**src/hdl/stt_pkg.sv**
```systemverilog
`timescale 1ns / 1ps
// ----------------------------------------------------------------------------
// Source text tokenizer package
// Shared constants, token kinds, the token and bundle types, and the
// character classification functions used by the front end.
// ----------------------------------------------------------------------------
package stt_pkg;

   // Default saturation limits, handed down from the top level.
   localparam longint unsigned MaxLineDefault       = 64'd65535;
   localparam longint unsigned MaxColumnDefault     = 64'd65535;
   localparam longint unsigned MaxWordLengthDefault = 64'd255;

   // Field widths of the request and response channels.
   localparam int ByteW   = 8;
   localparam int KindW   = 5;
   localparam int LineW   = 16;
   localparam int ColumnW = 16;
   localparam int LengthW = 8;

   // Token kinds.
   localparam logic [KindW-1:0] KindNumber    = 5'd0;
   localparam logic [KindW-1:0] KindIdent     = 5'd1;
   localparam logic [KindW-1:0] KindIf        = 5'd2;
   localparam logic [KindW-1:0] KindElse      = 5'd3;
   localparam logic [KindW-1:0] KindPrint     = 5'd4;
   localparam logic [KindW-1:0] KindPlus      = 5'd5;
   localparam logic [KindW-1:0] KindMinus     = 5'd6;
   localparam logic [KindW-1:0] KindMultiply  = 5'd7;
   localparam logic [KindW-1:0] KindDivide    = 5'd8;
   localparam logic [KindW-1:0] KindAssign    = 5'd9;
   localparam logic [KindW-1:0] KindLParen    = 5'd10;
   localparam logic [KindW-1:0] KindRParen    = 5'd11;
   localparam logic [KindW-1:0] KindLBrace    = 5'd12;
   localparam logic [KindW-1:0] KindRBrace    = 5'd13;
   localparam logic [KindW-1:0] KindSemicolon = 5'd14;
   localparam logic [KindW-1:0] KindGt        = 5'd15;
   localparam logic [KindW-1:0] KindLt        = 5'd16;
   localparam logic [KindW-1:0] KindEq        = 5'd17;
   localparam logic [KindW-1:0] KindLe        = 5'd18;
   localparam logic [KindW-1:0] KindGe        = 5'd19;
   localparam logic [KindW-1:0] KindNe        = 5'd20;
   localparam logic [KindW-1:0] KindEnd       = 5'd21;

   // Keyword matcher codes.
   localparam logic [3:0] KwStart = 4'd0;
   localparam logic [3:0] KwI     = 4'd1;
   localparam logic [3:0] KwIf    = 4'd2;
   localparam logic [3:0] KwE     = 4'd3;
   localparam logic [3:0] KwEl    = 4'd4;
   localparam logic [3:0] KwEls   = 4'd5;
   localparam logic [3:0] KwElse  = 4'd6;
   localparam logic [3:0] KwP     = 4'd7;
   localparam logic [3:0] KwPr    = 4'd8;
   localparam logic [3:0] KwPri   = 4'd9;
   localparam logic [3:0] KwPrin  = 4'd10;
   localparam logic [3:0] KwPrint = 4'd11;
   localparam logic [3:0] KwNone  = 4'd15;

   // One request byte gives at most three tokens.
   localparam int BundleSlots = 3;
   localparam int SlotW       = 2;

   // Depth of the queue between front and back end.
   localparam int QueueDepth = 4;
   localparam int QueuePtrW  = $clog2(QueueDepth);
   localparam int QueueCntW  = $clog2(QueueDepth + 1);

   typedef struct packed {
      logic [KindW-1:0]   kind;
      logic [LineW-1:0]   line;
      logic [ColumnW-1:0] column;
      logic [LengthW-1:0] length;
   } tok_type;

   typedef struct packed {
      logic [SlotW-1:0]                 cnt;
      tok_type [BundleSlots-1:0]        tok;
   } bundle_type;

   // Whitespace: space, tab, LF, VT, FF, CR.
   function automatic logic is_space(input logic [ByteW-1:0] c);
      return (c == 8'd32) || (c >= 8'd9 && c <= 8'd13);
   endfunction

   function automatic logic is_symbol(input logic [ByteW-1:0] c);
      return c == "(" || c == ")" || c == "{" || c == "}" || c == "+" ||
             c == "-" || c == "*" || c == "/" || c == "=" || c == ";" ||
             c == "<" || c == ">" || c == "!" || c == "," || c == ".";
   endfunction

   function automatic logic is_digit(input logic [ByteW-1:0] c);
      return c >= "0" && c <= "9";
   endfunction

   // Kind of a one-byte symbol; bang, comma and dot fall back to identifier.
   function automatic logic [KindW-1:0] single_kind(input logic [ByteW-1:0] c);
      logic [KindW-1:0] k;
      case (c)
         "+": k = KindPlus;
         "-": k = KindMinus;
         "*": k = KindMultiply;
         "/": k = KindDivide;
         "=": k = KindAssign;
         "(": k = KindLParen;
         ")": k = KindRParen;
         "{": k = KindLBrace;
         "}": k = KindRBrace;
         ";": k = KindSemicolon;
         ">": k = KindGt;
         "<": k = KindLt;
         default: k = KindIdent;
      endcase
      return k;
   endfunction

   // Kind of a two-byte operator, keyed on its first byte.
   function automatic logic [KindW-1:0] pair_kind(input logic [ByteW-1:0] c);
      logic [KindW-1:0] k;
      case (c)
         "=": k = KindEq;
         "<": k = KindLe;
         ">": k = KindGe;
         default: k = KindNe;
      endcase
      return k;
   endfunction

   // Keyword matcher: advances over if, else and print.
   function automatic logic [3:0] kw_next(input logic [3:0] s, input logic [ByteW-1:0] c);
      logic [3:0] n;
      n = KwNone;
      case (s)
         KwStart: begin
            if (c == "i") n = KwI;
            else if (c == "e") n = KwE;
            else if (c == "p") n = KwP;
         end
         KwI:    if (c == "f") n = KwIf;
         KwE:    if (c == "l") n = KwEl;
         KwEl:   if (c == "s") n = KwEls;
         KwEls:  if (c == "e") n = KwElse;
         KwP:    if (c == "r") n = KwPr;
         KwPr:   if (c == "i") n = KwPri;
         KwPri:  if (c == "n") n = KwPrin;
         KwPrin: if (c == "t") n = KwPrint;
         default: n = KwNone;
      endcase
      return n;
   endfunction

   function automatic logic [KindW-1:0] word_kind(input logic digits, input logic [3:0] kw);
      logic [KindW-1:0] k;
      if (digits) k = KindNumber;
      else if (kw == KwIf) k = KindIf;
      else if (kw == KwElse) k = KindElse;
      else if (kw == KwPrint) k = KindPrint;
      else k = KindIdent;
      return k;
   endfunction

   // Builds a token, clamping each count to the width of its field.
   function automatic tok_type tok_make(input logic [KindW-1:0] kind,
                                        input logic [63:0] line,
                                        input logic [63:0] column,
                                        input logic [63:0] length);
      tok_type t;
      t.kind   = kind;
      t.line   = (line   > 64'hFFFF) ? '1 : line[LineW-1:0];
      t.column = (column > 64'hFFFF) ? '1 : column[ColumnW-1:0];
      t.length = (length > 64'hFF)   ? '1 : length[LengthW-1:0];
      return t;
   endfunction

endpackage

```
**src/hdl/stt_if.sv**
```systemverilog
`timescale 1ns / 1ps
// ----------------------------------------------------------------------------
// Source text tokenizer channels
// Valid/ready channels for the text bytes in and the tokens out.
// ----------------------------------------------------------------------------

// Request channel: one source text byte per request.
interface stt_req_if;
   logic                      valid;
   logic                      ready;
   logic [stt_pkg::ByteW-1:0] text_byte;
   logic                      end_of_text;

   modport source (output valid, output text_byte, output end_of_text, input ready);
   modport sink   (input valid, input text_byte, input end_of_text, output ready);
endinterface

// Response channel: one token per transfer.
interface stt_rsp_if;
   logic                        valid;
   logic                        ready;
   logic [stt_pkg::KindW-1:0]   token_kind;
   logic [stt_pkg::LineW-1:0]   start_line;
   logic [stt_pkg::ColumnW-1:0] start_column;
   logic [stt_pkg::LengthW-1:0] token_length;
   logic                        run_last;

   modport source (output valid, output token_kind, output start_line, output start_column,
                   output token_length, output run_last, input ready);
   modport sink   (input valid, input token_kind, input start_line, input start_column,
                   input token_length, input run_last, output ready);
endinterface

```
**src/hdl/source_text_tokenizer.sv**
```systemverilog
`timescale 1ns / 1ps
// ----------------------------------------------------------------------------
// Source text tokenizer
// Streaming lexical analyser: text bytes in, typed tokens with position out.
// ----------------------------------------------------------------------------
// The block takes one source text byte per cycle whenever its four-entry
// bundle queue has room, and hands out one token per cycle while the receiver
// is ready. A byte that completes several tokens (at most three, at end of
// text) takes one response transfer per token; the queue between the scanning
// front end and the output register absorbs such bursts, so the request side
// stalls only when four bundles are waiting. Line, column and word length
// counters saturate at MAX_LINE, MAX_COLUMN and MAX_WORD_LENGTH, and the
// reported values are further clamped to the field widths. After the byte
// marked end of text the scanner returns to its reset state for a new text.
// ----------------------------------------------------------------------------
module source_text_tokenizer #(
   parameter longint unsigned MAX_LINE        = stt_pkg::MaxLineDefault,
   parameter longint unsigned MAX_COLUMN      = stt_pkg::MaxColumnDefault,
   parameter longint unsigned MAX_WORD_LENGTH = stt_pkg::MaxWordLengthDefault
) (
   input logic       clock,
   input logic       reset,
   stt_req_if.sink   req_ch,
   stt_rsp_if.source rsp_ch
);

   logic                push;
   stt_pkg::bundle_type push_bundle;
   logic                full;
   logic                pop;
   logic                empty;
   stt_pkg::bundle_type head;

   // Scanner.
   stt_front #(
      .MAX_LINE        (MAX_LINE),
      .MAX_COLUMN      (MAX_COLUMN),
      .MAX_WORD_LENGTH (MAX_WORD_LENGTH)
   ) u_front (
      .clock       (clock),
      .reset       (reset),
      .req_ch      (req_ch),
      .queue_full  (full),
      .push        (push),
      .push_bundle (push_bundle)
   );

   // Bundle queue.
   stt_queue u_queue (
      .clock       (clock),
      .reset       (reset),
      .push        (push),
      .push_bundle (push_bundle),
      .full        (full),
      .pop         (pop),
      .empty       (empty),
      .head        (head)
   );

   // Token output.
   stt_back u_back (
      .clock  (clock),
      .reset  (reset),
      .empty  (empty),
      .head   (head),
      .pop    (pop),
      .rsp_ch (rsp_ch)
   );

endmodule

```
**src/hdl/stt_front.sv**
```systemverilog
`timescale 1ns / 1ps
// ----------------------------------------------------------------------------
// Tokenizer front end
// Scans one text byte per cycle while the queue has room, keeps the
// scanner state and gathers the tokens the byte completes into a queue bundle.
// ----------------------------------------------------------------------------
module stt_front #(
   parameter longint unsigned MAX_LINE        = stt_pkg::MaxLineDefault,
   parameter longint unsigned MAX_COLUMN      = stt_pkg::MaxColumnDefault,
   parameter longint unsigned MAX_WORD_LENGTH = stt_pkg::MaxWordLengthDefault
) (
   input  logic                clock,
   input  logic                reset,
   stt_req_if.sink             req_ch,
   input  logic                queue_full,
   output logic                push,
   output stt_pkg::bundle_type push_bundle
);

   localparam int LINE_W = $clog2(MAX_LINE + 64'd1);
   localparam int COL_W  = $clog2(MAX_COLUMN + 64'd1);
   localparam int WLEN_W = $clog2(MAX_WORD_LENGTH + 64'd1);

   localparam logic [1:0] ModeIdle    = 2'd0;
   localparam logic [1:0] ModeWord    = 2'd1;
   localparam logic [1:0] ModeHeld    = 2'd2;
   localparam logic [1:0] ModeComment = 2'd3;

   logic [1:0]                mode_ff,   mode_in;
   logic [stt_pkg::ByteW-1:0] held_ff,   held_in;
   logic [WLEN_W-1:0]         wlen_ff,   wlen_in;
   logic [COL_W-1:0]          wcol_ff,   wcol_in;
   logic                      digits_ff, digits_in;
   logic [3:0]                kw_ff,     kw_in;
   logic [LINE_W-1:0]         line_ff,   line_in;
   logic [COL_W-1:0]          col_ff,    col_in;
   logic                      cr_ff,     cr_in;

   stt_pkg::bundle_type       bundle;
   logic                      accept;
   logic [stt_pkg::ByteW-1:0] c;

   assign req_ch.ready = !queue_full;
   assign accept       = req_ch.valid && req_ch.ready;
   assign c            = req_ch.text_byte;

   // Scanner step: mirrors the byte-by-byte flow, emitting into bundle slots.
   always_comb begin
      logic done;
      mode_in   = mode_ff;
      held_in   = held_ff;
      wlen_in   = wlen_ff;
      wcol_in   = wcol_ff;
      digits_in = digits_ff;
      kw_in     = kw_ff;
      line_in   = line_ff;
      col_in    = col_ff;
      cr_in     = 1'b0;
      bundle    = '0;
      done      = 1'b0;

      if (cr_ff && c == 8'd10) begin
         // The LF of a CR LF pair has already been counted.
         done = 1'b1;
      end

      // Inside a comment only a line end matters.
      if (!done && mode_in == ModeComment) begin
         if (c == 8'd10 || c == 8'd13) begin
            if (line_in < LINE_W'(MAX_LINE)) line_in = line_in + LINE_W'(1);
            col_in  = '0;
            cr_in   = (c == 8'd13);
            mode_in = ModeIdle;
         end
         done = 1'b1;
      end

      // A held symbol either pairs with this byte, opens a comment or goes out alone.
      if (!done && mode_in == ModeHeld) begin
         if (c == "=" && (held_in == "=" || held_in == "<" || held_in == ">" ||
                          held_in == "!")) begin
            if (col_in < COL_W'(MAX_COLUMN)) col_in = col_in + COL_W'(1);
            if (bundle.cnt != stt_pkg::SlotW'(stt_pkg::BundleSlots)) begin
               bundle.tok[bundle.cnt] = stt_pkg::tok_make(stt_pkg::pair_kind(held_in),
                  64'(line_in), 64'(wcol_in), 64'd2);
               bundle.cnt = bundle.cnt + 2'd1;
            end
            mode_in = ModeIdle;
            done    = 1'b1;
         end else if (held_in == "/" && c == "/") begin
            col_in  = wcol_in;
            mode_in = ModeComment;
            done    = 1'b1;
         end else begin
            if (bundle.cnt != stt_pkg::SlotW'(stt_pkg::BundleSlots)) begin
               bundle.tok[bundle.cnt] = stt_pkg::tok_make(stt_pkg::single_kind(held_in),
                  64'(line_in), 64'(wcol_in), 64'd1);
               bundle.cnt = bundle.cnt + 2'd1;
            end
            mode_in = ModeIdle;
         end
      end

      // A word grows on word bytes and is emitted on anything else.
      if (!done && mode_in == ModeWord) begin
         if (!stt_pkg::is_space(c) && !stt_pkg::is_symbol(c)) begin
            if (wlen_in < WLEN_W'(MAX_WORD_LENGTH)) wlen_in = wlen_in + WLEN_W'(1);
            if (!stt_pkg::is_digit(c)) digits_in = 1'b0;
            kw_in = stt_pkg::kw_next(kw_in, c);
            if (col_in < COL_W'(MAX_COLUMN)) col_in = col_in + COL_W'(1);
            done = 1'b1;
         end else begin
            if (bundle.cnt != stt_pkg::SlotW'(stt_pkg::BundleSlots)) begin
               bundle.tok[bundle.cnt] = stt_pkg::tok_make(
                  stt_pkg::word_kind(digits_in, kw_in),
                  64'(line_in), 64'(wcol_in), 64'(wlen_in));
               bundle.cnt = bundle.cnt + 2'd1;
            end
            mode_in = ModeIdle;
         end
      end

      // Between tokens: whitespace, symbols and the first byte of a word.
      if (!done) begin
         if (stt_pkg::is_space(c)) begin
            if (c == 8'd10 || c == 8'd13) begin
               if (line_in < LINE_W'(MAX_LINE)) line_in = line_in + LINE_W'(1);
               col_in = '0;
               cr_in  = (c == 8'd13);
            end else begin
               if (col_in < COL_W'(MAX_COLUMN)) col_in = col_in + COL_W'(1);
            end
         end else if (stt_pkg::is_symbol(c)) begin
            if (c == "=" || c == "<" || c == ">" || c == "!" || c == "/") begin
               held_in = c;
               wcol_in = col_in;
               mode_in = ModeHeld;
            end else if (bundle.cnt != stt_pkg::SlotW'(stt_pkg::BundleSlots)) begin
               bundle.tok[bundle.cnt] = stt_pkg::tok_make(stt_pkg::single_kind(c),
                  64'(line_in), 64'(col_in), 64'd1);
               bundle.cnt = bundle.cnt + 2'd1;
            end
            if (col_in < COL_W'(MAX_COLUMN)) col_in = col_in + COL_W'(1);
         end else begin
            wcol_in   = col_in;
            wlen_in   = WLEN_W'(1);
            digits_in = stt_pkg::is_digit(c);
            kw_in     = stt_pkg::kw_next(stt_pkg::KwStart, c);
            mode_in   = ModeWord;
            if (col_in < COL_W'(MAX_COLUMN)) col_in = col_in + COL_W'(1);
         end
      end

      // End of text: flush the pending token, add the end token, start afresh.
      if (req_ch.end_of_text) begin
         if (mode_in == ModeWord) begin
            if (bundle.cnt != stt_pkg::SlotW'(stt_pkg::BundleSlots)) begin
               bundle.tok[bundle.cnt] = stt_pkg::tok_make(
                  stt_pkg::word_kind(digits_in, kw_in),
                  64'(line_in), 64'(wcol_in), 64'(wlen_in));
               bundle.cnt = bundle.cnt + 2'd1;
            end
         end else if (mode_in == ModeHeld) begin
            if (bundle.cnt != stt_pkg::SlotW'(stt_pkg::BundleSlots)) begin
               bundle.tok[bundle.cnt] = stt_pkg::tok_make(stt_pkg::single_kind(held_in),
                  64'(line_in), 64'(wcol_in), 64'd1);
               bundle.cnt = bundle.cnt + 2'd1;
            end
         end
         if (bundle.cnt != stt_pkg::SlotW'(stt_pkg::BundleSlots)) begin
            bundle.tok[bundle.cnt] = stt_pkg::tok_make(stt_pkg::KindEnd,
               64'(line_in), 64'(col_in), 64'd0);
            bundle.cnt = bundle.cnt + 2'd1;
         end
         mode_in   = ModeIdle;
         held_in   = '0;
         wlen_in   = '0;
         wcol_in   = '0;
         digits_in = 1'b1;
         kw_in     = stt_pkg::KwStart;
         line_in   = LINE_W'(1);
         col_in    = '0;
         cr_in     = 1'b0;
      end
   end

   // Only bundles that hold a token go into the queue.
   assign push        = accept && (bundle.cnt != '0);
   assign push_bundle = bundle;

   // Scanner state.
   always_ff @(posedge clock) begin
      if (reset) begin
         mode_ff   <= ModeIdle;
         held_ff   <= '0;
         wlen_ff   <= '0;
         wcol_ff   <= '0;
         digits_ff <= 1'b1;
         kw_ff     <= stt_pkg::KwStart;
         line_ff   <= LINE_W'(1);
         col_ff    <= '0;
         cr_ff     <= 1'b0;
      end else if (accept) begin
         mode_ff   <= mode_in;
         held_ff   <= held_in;
         wlen_ff   <= wlen_in;
         wcol_ff   <= wcol_in;
         digits_ff <= digits_in;
         kw_ff     <= kw_in;
         line_ff   <= line_in;
         col_ff    <= col_in;
         cr_ff     <= cr_in;
      end
   end

endmodule

```
**src/hdl/stt_queue.sv**
```systemverilog
`timescale 1ns / 1ps
// ----------------------------------------------------------------------------
// Tokenizer bundle queue
// Short first-in first-out queue of token bundles between the front end and
// the back end, so that each side can stall on its own.
// ----------------------------------------------------------------------------
module stt_queue (
   input  logic                clock,
   input  logic                reset,
   input  logic                push,
   input  stt_pkg::bundle_type push_bundle,
   output logic                full,
   input  logic                pop,
   output logic                empty,
   output stt_pkg::bundle_type head
);

   stt_pkg::bundle_type                 entry_ff [stt_pkg::QueueDepth];
   logic [stt_pkg::QueuePtrW-1:0]       wr_ptr_ff, wr_ptr_in;
   logic [stt_pkg::QueuePtrW-1:0]       rd_ptr_ff, rd_ptr_in;
   logic [stt_pkg::QueueCntW-1:0]       count_ff,  count_in;

   assign full  = (count_ff == stt_pkg::QueueCntW'(stt_pkg::QueueDepth));
   assign empty = (count_ff == '0);
   assign head  = entry_ff[rd_ptr_ff];

   // Pointer and fill level update.
   always_comb begin
      wr_ptr_in = wr_ptr_ff;
      rd_ptr_in = rd_ptr_ff;
      count_in  = count_ff;
      if (push) begin
         wr_ptr_in = wr_ptr_ff + stt_pkg::QueuePtrW'(1);
      end
      if (pop) begin
         rd_ptr_in = rd_ptr_ff + stt_pkg::QueuePtrW'(1);
      end
      if (push && !pop) begin
         count_in = count_ff + stt_pkg::QueueCntW'(1);
      end else if (pop && !push) begin
         count_in = count_ff - stt_pkg::QueueCntW'(1);
      end
   end

   always_ff @(posedge clock) begin
      if (reset) begin
         wr_ptr_ff <= '0;
         rd_ptr_ff <= '0;
         count_ff  <= '0;
      end else begin
         wr_ptr_ff <= wr_ptr_in;
         rd_ptr_ff <= rd_ptr_in;
         count_ff  <= count_in;
      end
   end

   // Entry storage.
   always_ff @(posedge clock) begin
      if (push) begin
         entry_ff[wr_ptr_ff] <= push_bundle;
      end
   end

endmodule

```
**src/hdl/stt_back.sv**
```systemverilog
`timescale 1ns / 1ps
// ----------------------------------------------------------------------------
// Tokenizer back end
// Holds one bundle in the output register and hands its tokens out one per
// response, marking the last token of each bundle.
// ----------------------------------------------------------------------------
module stt_back (
   input  logic                clock,
   input  logic                reset,
   input  logic                empty,
   input  stt_pkg::bundle_type head,
   output logic                pop,
   stt_rsp_if.source           rsp_ch
);

   stt_pkg::bundle_type          bun_ff;
   logic [stt_pkg::SlotW-1:0]    idx_ff;
   logic                         valid_ff;
   logic                         last;
   stt_pkg::tok_type             tok;

   assign last = (idx_ff == (bun_ff.cnt - stt_pkg::SlotW'(1)));
   assign pop  = !empty && (!valid_ff || (rsp_ch.ready && last));
   assign tok  = bun_ff.tok[idx_ff];

   assign rsp_ch.valid        = valid_ff;
   assign rsp_ch.token_kind   = tok.kind;
   assign rsp_ch.start_line   = tok.line;
   assign rsp_ch.start_column = tok.column;
   assign rsp_ch.token_length = tok.length;
   assign rsp_ch.run_last     = last;

   // Slot index and output valid.
   always_ff @(posedge clock) begin
      if (reset) begin
         valid_ff <= 1'b0;
         idx_ff   <= '0;
      end else if (pop) begin
         valid_ff <= 1'b1;
         idx_ff   <= '0;
      end else if (valid_ff && rsp_ch.ready) begin
         if (last) begin
            valid_ff <= 1'b0;
         end else begin
            idx_ff <= idx_ff + stt_pkg::SlotW'(1);
         end
      end
   end

   // Bundle being handed out.
   always_ff @(posedge clock) begin
      if (pop) begin
         bun_ff <= head;
      end
   end

endmodule

```
**src/flat_wrapper.sv**
```systemverilog
// flat-port wrapper written by rule: the top's interface ports become plain ports
module source_text_tokenizer_flat 
#(
   parameter longint unsigned MAX_LINE        = stt_pkg::MaxLineDefault,
   parameter longint unsigned MAX_COLUMN      = stt_pkg::MaxColumnDefault,
   parameter longint unsigned MAX_WORD_LENGTH = stt_pkg::MaxWordLengthDefault
)
  (clock, reset, req_ch_valid, req_ch_text_byte, req_ch_end_of_text, req_ch_ready, rsp_ch_valid, rsp_ch_token_kind, rsp_ch_start_line, rsp_ch_start_column, rsp_ch_token_length, rsp_ch_run_last, rsp_ch_ready);
  stt_req_if req_ch_i ();
  stt_rsp_if rsp_ch_i ();
  input logic clock;
  input logic reset;
  input wire logic [$bits(req_ch_i.valid)-1:0] req_ch_valid;
  input wire logic [$bits(req_ch_i.text_byte)-1:0] req_ch_text_byte;
  input wire logic [$bits(req_ch_i.end_of_text)-1:0] req_ch_end_of_text;
  output wire logic [$bits(req_ch_i.ready)-1:0] req_ch_ready;
  output wire logic [$bits(rsp_ch_i.valid)-1:0] rsp_ch_valid;
  output wire logic [$bits(rsp_ch_i.token_kind)-1:0] rsp_ch_token_kind;
  output wire logic [$bits(rsp_ch_i.start_line)-1:0] rsp_ch_start_line;
  output wire logic [$bits(rsp_ch_i.start_column)-1:0] rsp_ch_start_column;
  output wire logic [$bits(rsp_ch_i.token_length)-1:0] rsp_ch_token_length;
  output wire logic [$bits(rsp_ch_i.run_last)-1:0] rsp_ch_run_last;
  input wire logic [$bits(rsp_ch_i.ready)-1:0] rsp_ch_ready;
  assign req_ch_i.valid = req_ch_valid;
  assign req_ch_i.text_byte = req_ch_text_byte;
  assign req_ch_i.end_of_text = req_ch_end_of_text;
  assign req_ch_ready = req_ch_i.ready;
  assign rsp_ch_valid = rsp_ch_i.valid;
  assign rsp_ch_token_kind = rsp_ch_i.token_kind;
  assign rsp_ch_start_line = rsp_ch_i.start_line;
  assign rsp_ch_start_column = rsp_ch_i.start_column;
  assign rsp_ch_token_length = rsp_ch_i.token_length;
  assign rsp_ch_run_last = rsp_ch_i.run_last;
  assign rsp_ch_i.ready = rsp_ch_ready;
  source_text_tokenizer #(.MAX_LINE(MAX_LINE), .MAX_COLUMN(MAX_COLUMN), .MAX_WORD_LENGTH(MAX_WORD_LENGTH)) u_core (.clock(clock), .reset(reset), .req_ch(req_ch_i), .rsp_ch(rsp_ch_i));
endmodule
```
**config.mk**
```make
export PLATFORM = sky130hd
export DESIGN_NAME = source_text_tokenizer_flat
export DESIGN_NICKNAME = d
export VERILOG_FILES = /design/src/hdl/stt_pkg.sv /design/src/hdl/stt_if.sv /design/src/hdl/source_text_tokenizer.sv /design/src/hdl/stt_front.sv /design/src/hdl/stt_queue.sv /design/src/hdl/stt_back.sv /design/src/flat_wrapper.sv
export SDC_FILE = /design/constraint.sdc
export NUM_CORES = 1
export LEC_CHECK = 0
export BUFFER_PORTS_ARGS = -buffer_cell sky130_fd_sc_hd__buf_2
export CORE_MARGIN = 8
export CORE_UTILIZATION = 35
export CTS_CLUSTER_SIZE = 10
export DETAILED_ROUTE_END_ITERATION = 7
export MAX_ROUTING_LAYER = met4
export PLACE_DENSITY = 0.58
export SYNTH_ARGS = -nofsm -noshare
export SYNTH_HDL_FRONTEND = slang
export SYNTH_SLANG_ARGS = --single-unit
```
**constraint.sdc**
```tcl
create_clock -name clock -period 13.9 [get_ports clock]
set_input_delay 3.475 -clock clock [delete_from_list [all_inputs] [get_ports clock]]
set_output_delay 3.475 -clock clock [all_outputs]
set_load 0.05 [all_outputs]
```
==> results of run 1 <==
-- stage by stage --
stage / instance area (µm²) / power, mW
finish: 40100 / 6.63
global route: 40100 / 6.88
CTS: 40100 / 6.71
detailed placement: 37500 / 4.60
global placement: 37500 / 4.57
floorplan: 35600 / 4.17
-- path summary, 6_finish.rpt --
check | startpoint | to | slack (ps) | depth (start not counted)
worst min register to register | u_core.u_front.line_ff[5]$_SDFFE_PP0P_ | u_core.u_front.line_ff[5]$_SDFFE_PP0P_ | 500 | 2
worst max-delay path | req_ch_text_byte[2] | u_core.u_queue.entry_ff[2][60]$_DFFE_PP_ | 2770 | 22
worst min-delay path | u_core.u_front.line_ff[5]$_SDFFE_PP0P_ | u_core.u_front.line_ff[5]$_SDFFE_PP0P_ | 500 | 2
worst max register to register | u_core.u_front.mode_ff[1]$_SDFFE_PP0P_ | u_core.u_queue.entry_ff[2][60]$_DFFE_PP_ | 5590 | 21
-- cells by family after synthesis --
| family | after synthesis | synth area share (%) |
|---|---|---|
| AO/OA/AOI/OAI | 657 | 12.1 |
| multiplexers | 212 | 10.8 |
| buffers and inverters | 195 | 2.13 |
| adder cells (fa/ha/maj) | 13 | 0.478 |
| AND/OR/NAND/NOR | 782 | 10.9 |
| XOR/XNOR | 49 | 1.23 |
| flip-flops | 767 | 62.4 |
-- cell type report --
cell class                      instances  area, µm²
Antenna cell                            1       2.50
Clock buffer                          148       2480
Clock inverter                         10        110
Fill cell                            9448      61200
Inverter                               31        116
Multi-Input combinational cell       1713      12700
Sequential cell                       767      22200
Tap cell                             1368       1710
Timing Repair Buffer                  109        693
-- cells in the final DEF (no fill, tap or decap), types with 70 or more instances in the layout --
cell         n
mux2i_1     70
mux4_2     137
nand3_1     73
o21ai_0    182
nand2_1    239
dfxtp_1     78
a21oi_1    126
nor2_1     198
clkbuf_16   89
edfxtp_1   685
-- routing by layer --
layer | vias to the layer above | GRT usage [%]
li1 | 10600 | -
met1 | 12300 | 26.3
met2 | 982 | 28.9
met3 | 173 | 3.02
met4 | 0 | 5.12
met5 | - | -
-- sequential cells by signal (all words and copies together) (netlist names), 3 cells and up --
signal,count
u_core.u_back.bun_ff,137
u_core.u_front.col_ff,16
u_core.u_front.held_ff,8
u_core.u_front.kw_ff,4
u_core.u_front.line_ff,16
u_core.u_front.wcol_ff,16
u_core.u_front.wlen_ff,8
u_core.u_queue.count_ff,3
u_core.u_queue.entry_ff,548
-- where the power goes --
| part | switching, mW | internal [mW] | leakage, nW |
|---|---|---|---|
| combinational | 1.01 | 0.446 | 4.13 |
| clock | 0.898 | 1.21 | 1.24 |
| sequential | 0.126 | 2.93 | 6.87 |
-- worst max-delay path, cell delays in order --
cell	delay, ps
buf_2	400
or4b_1	240
a211o_1	810
and2_1	290
ha_1	300
and4_1	240
and4_1	300
nor4_1	80
buf_4	180
a211o_1	290
nor3_1	510
nand3_2	340
nor4_2	620
nand3_1	150
and3_1	280
inv_1	160
ha_1	260
o211a_1	200
nand4_1	720
o211a_1	550
xnor2_1	160
a2111oi_0	840
==> run metrics, run 1 <==
CP endpoint kind=flop; Die X=approximately 330 µm; Core Util, Final=slightly below 40%; Routed Antenna Nets=0; post-synth top area share=approximately 58%; Final Max Slew Viols=0; DP Cell Count=~4000; Slew @ Worst Pin=about 1400 ps; Startpoint Class=input pin; register area share after synthesis=between 60% and 70%; Post-Route WL=107000 µm; Placement Setup Slack=between 2000 and 2500 ps; asr flop ratio synth=0%; IO buf count=60; setup bufs post-CTS=0; GP Congestion=between 0.9 and 1; DR WL/cell=about 26 µm; Met3 Wirelength=~7500 µm; final cell count without fillers=4147; power per cell area=~170 nW/µm²; post-DR vias/cell=5.79; Max-cap violations=0; Final Skew=38.0 ps; largest net degree at the start of global routing=between 100 and 150; largest cells by area after synthesis=edfxtp_1, mux4_2, dfxtp_1; endpoints failing setup=0; global-route wire length before repair=about 160000 µm; Netlist Area Pre-Place=approximately 36000 µm²; leakage=between 10 and 15 nW; CTS clk-pin slew, worst paths=60 ps; site row count=between 100 and 150; Hold Crit Class=reg -> reg; RSZ-0062 raised after global routing=no; minimum clock period=roughly 11000 ps; setup TNS=0 ps; CTS buffer count=89; Top Layer Used=met4; CTS tree=yes; # DRC=0; root buf cell=clkbuf_16; initial antenna violation count=1; total number of vias=about 24000; DR pass1 iterations=6; Met2 Wirelength=around 49000 µm; Synth cell types=99; vias in the first global route=23600; most frequent cells after synthesis=edfxtp_1, nand2_1, nor2_1, o21ai_0, mux4_2; Met1 Wirelength=48000 µm; hold buffers post-CTS=0; Slew HR=about 7%; EDFF count, synth=approximately 700; Initial DRC Count=2695; Area Growth Syn to Fin=12.5%; # IOs=61; core area=101000 µm²; VDD IR max=~330 µV; Max Clk Rate=around 0.09 GHz; WP data required=14210 ps; final setup margin=about 2800 ps; Mapped Avg Cell Area=~13 µm²; WS Path Type=in -> reg; flops & latches, synth=767; CTS Sinks=~770; Die Ht=~330 µm; starting density of the core=35.2%; period utilization=between 80% and 90%; ratio of cells with drive above 1 in the final layout=15.3%; hpwl dp=between 60000 and 70000 µm; Post-synth top flop=edfxtp_1; yosys warns=0; Worst Path Arrival=11450 ps; syn_nets=between 2000 and 3000; CTS H-tree lvls=3; Syn Inst Count=between 2000 and 3000; status=finished clean; post_cts resized=0; Hold Vio Cnt, Final=0; Clock Path Buffers=3; Post-layout nets=2737; Clock Latency Late Sink=roughly 650 ps; grt total ovfl=0; hold slack=about 500 ps; crit-path max FO=32; Tot GR Track Use=between 10% and 20%; most common cell in the synthesized netlist=edfxtp_1; die area=between 100000 and 150000 µm²; post-synth top area cell=edfxtp_1
Power figures use the tool's default switching activity.
==> run 2, diff against run 1 <==
ABC_AREA = 1   (was not set)
clock period = 10.35 ns   (was 13.9 ns; I/O delays follow)
==> run 2 against run 1 <==
The run now fails in 5_2_route. Global-route usage about the same. Area after synthesis increased by 2.1%. Synthesized cell count increased by 38%.
==> run metrics, run 2 <==
site row count=118 (was 117); Synth cell types=69 (was 99); Clock Path Buffers=3 (unchanged); largest net degree at the start of global routing=201 (was 142); Die X=338 µm (was 335 µm); CTS Sinks=767 (unchanged); vias in the first global route=26100 (was 23600); post-synth top area cell=edfxtp_1 (unchanged); yosys warns=0 (unchanged); IO buf count=60 (unchanged); register area share after synthesis=61.1% (was 62.4%); hpwl dp=70200 µm (was 69100 µm); global-route wire length before repair=166000 µm (was 157000 µm); First Err=[ERROR DRT-0255] Maze Route cannot find path of net clock in worker of routeBox ( 289800 0 ) ( 338285 48300 ).; # IOs=61 (unchanged); hold buffers post-CTS=0 (unchanged); largest cells by area after synthesis=edfxtp_1, nor2_1, o21ai_0 (was edfxtp_1, mux4_2, dfxtp_1); flops & latches, synth=767 (unchanged); asr flop ratio synth=0% (unchanged); root buf cell=clkbuf_16 (unchanged); Netlist Area Pre-Place=36400 µm² (was 35600 µm²); most common cell in the synthesized netlist=edfxtp_1 (unchanged); Post-synth top flop=edfxtp_1 (unchanged); post-synth top area share=56.6% (was 57.8%); grt total ovfl=0 (unchanged); EDFF count, synth=685 (unchanged); Tot GR Track Use=18.9% (about the same); Syn Inst Count=3704 (was 2675); Stopped at=5_2_route; syn_nets=3730 (was 2701); CTS H-tree lvls=3 (unchanged); setup bufs post-CTS=0 (unchanged); starting density of the core=35.2% (about the same); CTS buffer count=88 (was 89); Die Ht=338 µm (was 335 µm); post_cts resized=0 (unchanged); most frequent cells after synthesis=edfxtp_1, nor2_1, nand2_1, o21ai_0, inv_1 (was edfxtp_1, nand2_1, nor2_1, o21ai_0, mux4_2); initial antenna violation count=2 (was 1); Mapped Avg Cell Area=9.81 µm² (was 13.3 µm²); status=stopped before the end (was finished clean); GP Congestion=0.975 (was 0.919)
==> run 2: stage by stage <==
stage | cells | setup WS (ps) | area (µm²) | setup TNS, ps | utilization, %
global route | 5133 | 1820 | 40600 | 0 | 39.3
CTS | 5133 | 2220 | 40600 | 0 | 39.3
detailed placement | 4989 | 1530 | 38000 | 0 | 36.8
global placement | 4989 | 1460 | 38000 | 0 | 36.8
floorplan | 3704 | -764 | 36400 | -418850 | -
==> run 2: logic make-up after synthesis <==
| logic type | synth area share [%] |
|---|---|
| AOI/OAI and AO/OA | 14.4 |
| xor gates and xnor gates | 0.891 |
| adders and majority gates | 0.468 |
| buffers and inverters | 5.47 |
| DFF | 61.1 |
| muxes | 0.0275 |
| and+or+nand+nor | 17.7 |
==> run 2: layer usage <==
| layer | GRT usage (%) |
|---|---|
| met1 | 25.2 |
| met4 | 5.39 |
| met5 | - |
| met2 | 30.0 |
| met3 | 2.76 |
==> run 3, diff against run 2 <==
CORE_UTILIZATION = 20   (was 35)
CTS_CLUSTER_SIZE = not set   (was 10)
MAX_ROUTING_LAYER = not set   (was met4)
PLACE_DENSITY = not set   (was 0.58)
PLACE_DENSITY_LB_ADDON = 0.15   (was not set)
==> run 3 against run 2 <==
The run now ends clean. Area after synthesis is the same. Global-route usage fell by 6.2 points. Synthesized cell count unchanged.
==> run metrics, run 3 <==
Hold Vio Cnt, Final=0; ratio of cells with drive above 1 in the final layout=a little over a tenth; Biggest register=u_core.u_queue.entry_ff; grt total ovfl=0 (unchanged); DP Cell Count=5996 (was 4989); post-synth top area share=56.6% (unchanged); Clock Latency Late Sink=710 ps; post-synth top area cell=edfxtp_1 (unchanged); Core Util, Final=between 20% and 30%; core area=181000 µm²; Min-Delay Endpoint=u_core.u_front.line_ff[15]$_SDFFE_PP0P_; Final Skew=between 30 and 40 ps; most common cell in the synthesized netlist=edfxtp_1 (unchanged); WS Path Type=in -> reg; Worst Path Arrival=between 9000 and 10000 ps; Max Clk Rate=around 0.11 GHz; Synth cell types=69 (unchanged); root buf cell=clkbuf_16 (unchanged); EDFF count, synth=685 (unchanged); Final Max Slew Viols=0; Post-synth top flop=edfxtp_1 (unchanged); starting density of the core=20.1% (was 35.2%); Post-layout nets=around 3700; total number of vias=roughly 28000; Slew @ Worst Pin=between 1000 and 1500 ps; worst hold start=u_core.u_front.line_ff[15]$_SDFFE_PP0P_; status=finished clean (was stopped before the end); Die Ht=442 µm (was 338 µm); Die X=442 µm (was 338 µm); syn_nets=3730 (unchanged); minimum clock period=between 8000 and 9000 ps; Clock Path Buffers=3 (unchanged); RSZ-0062 raised after global routing=no; Max-cap violations=0; initial antenna violation count=6 (was 2); crit-path max FO=31; Netlist Area Pre-Place=36400 µm² (unchanged); finished layout cell area=42400 µm²; cells on worst reg2reg path=21; Hold Crit Class=reg -> reg; Syn Inst Count=3704 (unchanged); site row count=156 (was 118); global-route wire length before repair=190000 µm (was 166000 µm); hpwl dp=84800 µm (was 70200 µm); CTS buffer count=90 (was 88); vias in the first global route=27000 (was 26100); Tot GR Track Use=12.7% (was 18.9%); final cell count without fillers=just over 6000; Area Growth Syn to Fin=16.7%; largest net degree at the start of global routing=138 (was 201); GP Congestion=0.856 (was 0.975); CTS tree=yes; hold depth=2; reg-to-reg slack, setup=around 3600 ps; IO buf count=60 (unchanged); CTS H-tree lvls=3 (unchanged); reg2reg start=u_core.u_front.held_ff[0]$_SDFFE_PP0P_; post-DR vias/cell=4.47; setup bufs post-CTS=0 (unchanged); Slew HR=between 20 and 25%; CTS Sinks=767 (unchanged); DR WL/cell=~21 µm; Worst Setup SP=req_ch_text_byte[6]; Tot Pwr=9.89 mW; # DRC=0; CTS clk-pin slew, worst paths=~60 ps; leakage=14.9 nW; Cell Area, Placed=39400 µm² (was 38000 µm²); Mapped Avg Cell Area=9.81 µm² (unchanged); endpoints failing setup=0; register area share after synthesis=61.1% (unchanged); Startpoint Class=input pin; power per cell area=about 230 nW/µm²; yosys warns=0 (unchanged); flops & latches, synth=767 (unchanged); Initial DRC Count=between 2000 and 2500; setup TNS=0 ps; asr flop ratio synth=0% (unchanged); Post-Route WL=roughly 130000 µm; leading cell type in the layout, fill and taps excluded=edfxtp_1; WP data required=10780 ps; most frequent cells after synthesis=edfxtp_1, nor2_1, nand2_1, o21ai_0, inv_1 (unchanged); period utilization=a little over four fifths; Top Registers=u_core.u_queue.entry_ff: 548 flops, u_core.u_back.bun_ff: 137 flops; hold buffers post-CTS=0 (unchanged); # IOs=61 (unchanged); commonest non-fill, non-tap cells in the layout=edfxtp_1, nor2_1, nand2_1; post_cts resized=0 (unchanged); largest cells by area after synthesis=edfxtp_1, nor2_1, o21ai_0 (unchanged); DR pass1 iterations=6; die area=196000 µm²; CP endpoint kind=flop; Largest register FFs=around 550; VDD IR max=approximately 200 µV; worst reg2reg path endpoint=u_core.u_queue.entry_ff[2][10]$_DFFE_PP_; Routed Antenna Nets=0
## run 3: worst max-delay path by stage
stage                                               endpoint
finish              u_core.u_queue.entry_ff[2][10]$_DFFE_PP_
global route        u_core.u_queue.entry_ff[0][20]$_DFFE_PP_
CTS                 u_core.u_queue.entry_ff[3][10]$_DFFE_PP_
detailed placement  u_core.u_queue.entry_ff[0][10]$_DFFE_PP_
global placement    u_core.u_queue.entry_ff[1][10]$_DFFE_PP_
floorplan            u_core.u_queue.entry_ff[0][0]$_DFFE_PP_
## run 3: cell type report
cell class | count | area, µm²
timing repair buffer | 120 | 838
sequential | 767 | 22200
clock inverter | 49 | 568
clock buffer | 117 | 2410
multi-input combinational | 2427 | 12200
fill | 19400 | 138000
tap | 2370 | 2970
inverter | 312 | 1180
antenna | 1 | 2.50
## run 3: logic make-up (layout without fill, tap and decap cells)
group | count (synthesis) | after routing | share of synthesized area, %
buffers and inverters | 510 | 598 | 5.47
AND/OR/NAND/NOR | 1470 | 1470 | 17.7
other | 0 | 1 | 0
XOR/XNOR | 37 | 37 | 0.891
multiplexers | 1 | 1 | 0.0275
adder cells (fa/ha/maj) | 13 | 13 | 0.468
flip-flops | 767 | 767 | 61.1
AO/OA/AOI/OAI | 906 | 906 | 14.4
## run 3: per-layer routing
layer  routed length, µm  share of wire (%)  GRT usage [%]
met2               60900                 47           21.2
met5                   0                  0              0
met1               61200                 47           17.5
met3                5760                4.4           1.88
met4                1960                1.5           2.73
## run 3: critical path: stages
cell and delay [ps]:
buf_2 100, inv_2 60, nand2_1 130, nor2_2 290
inv_1 100, nor2_1 470, nor3_4 200, inv_2 260
nor2_4 80, ha_1 310, inv_1 40, o21ai_1 270
inv_2 80, nor2_1 180, inv_1 100, nor3_4 540
inv_2 530, nand2_1 290, inv_1 80, o21ai_1 220
nand2_1 370, nor2_1 800, inv_1 500, o21ai_0 420
inv_1 150
## run 3: per-stage QoR
stage | hold slack, ps | setup slack (ps)
2_1_floorplan | 445 | -764
3_3_place_gp | 461 | 997
3_5_place_dp | 468 | 971
4_1_cts | 481 | 1730
5_1_grt | 501 | 1070
6_report | 479 | 1610
## run 3: power breakdown
part / total [mW] / switching, mW / leakage (nW) / internal (mW)
clock: 3.22 / 1.35 / 1.43 / 1.87
combinational: 2.51 / 1.96 / 6.08 / 0.553
sequential: 4.15 / 0.160 / 7.38 / 3.99
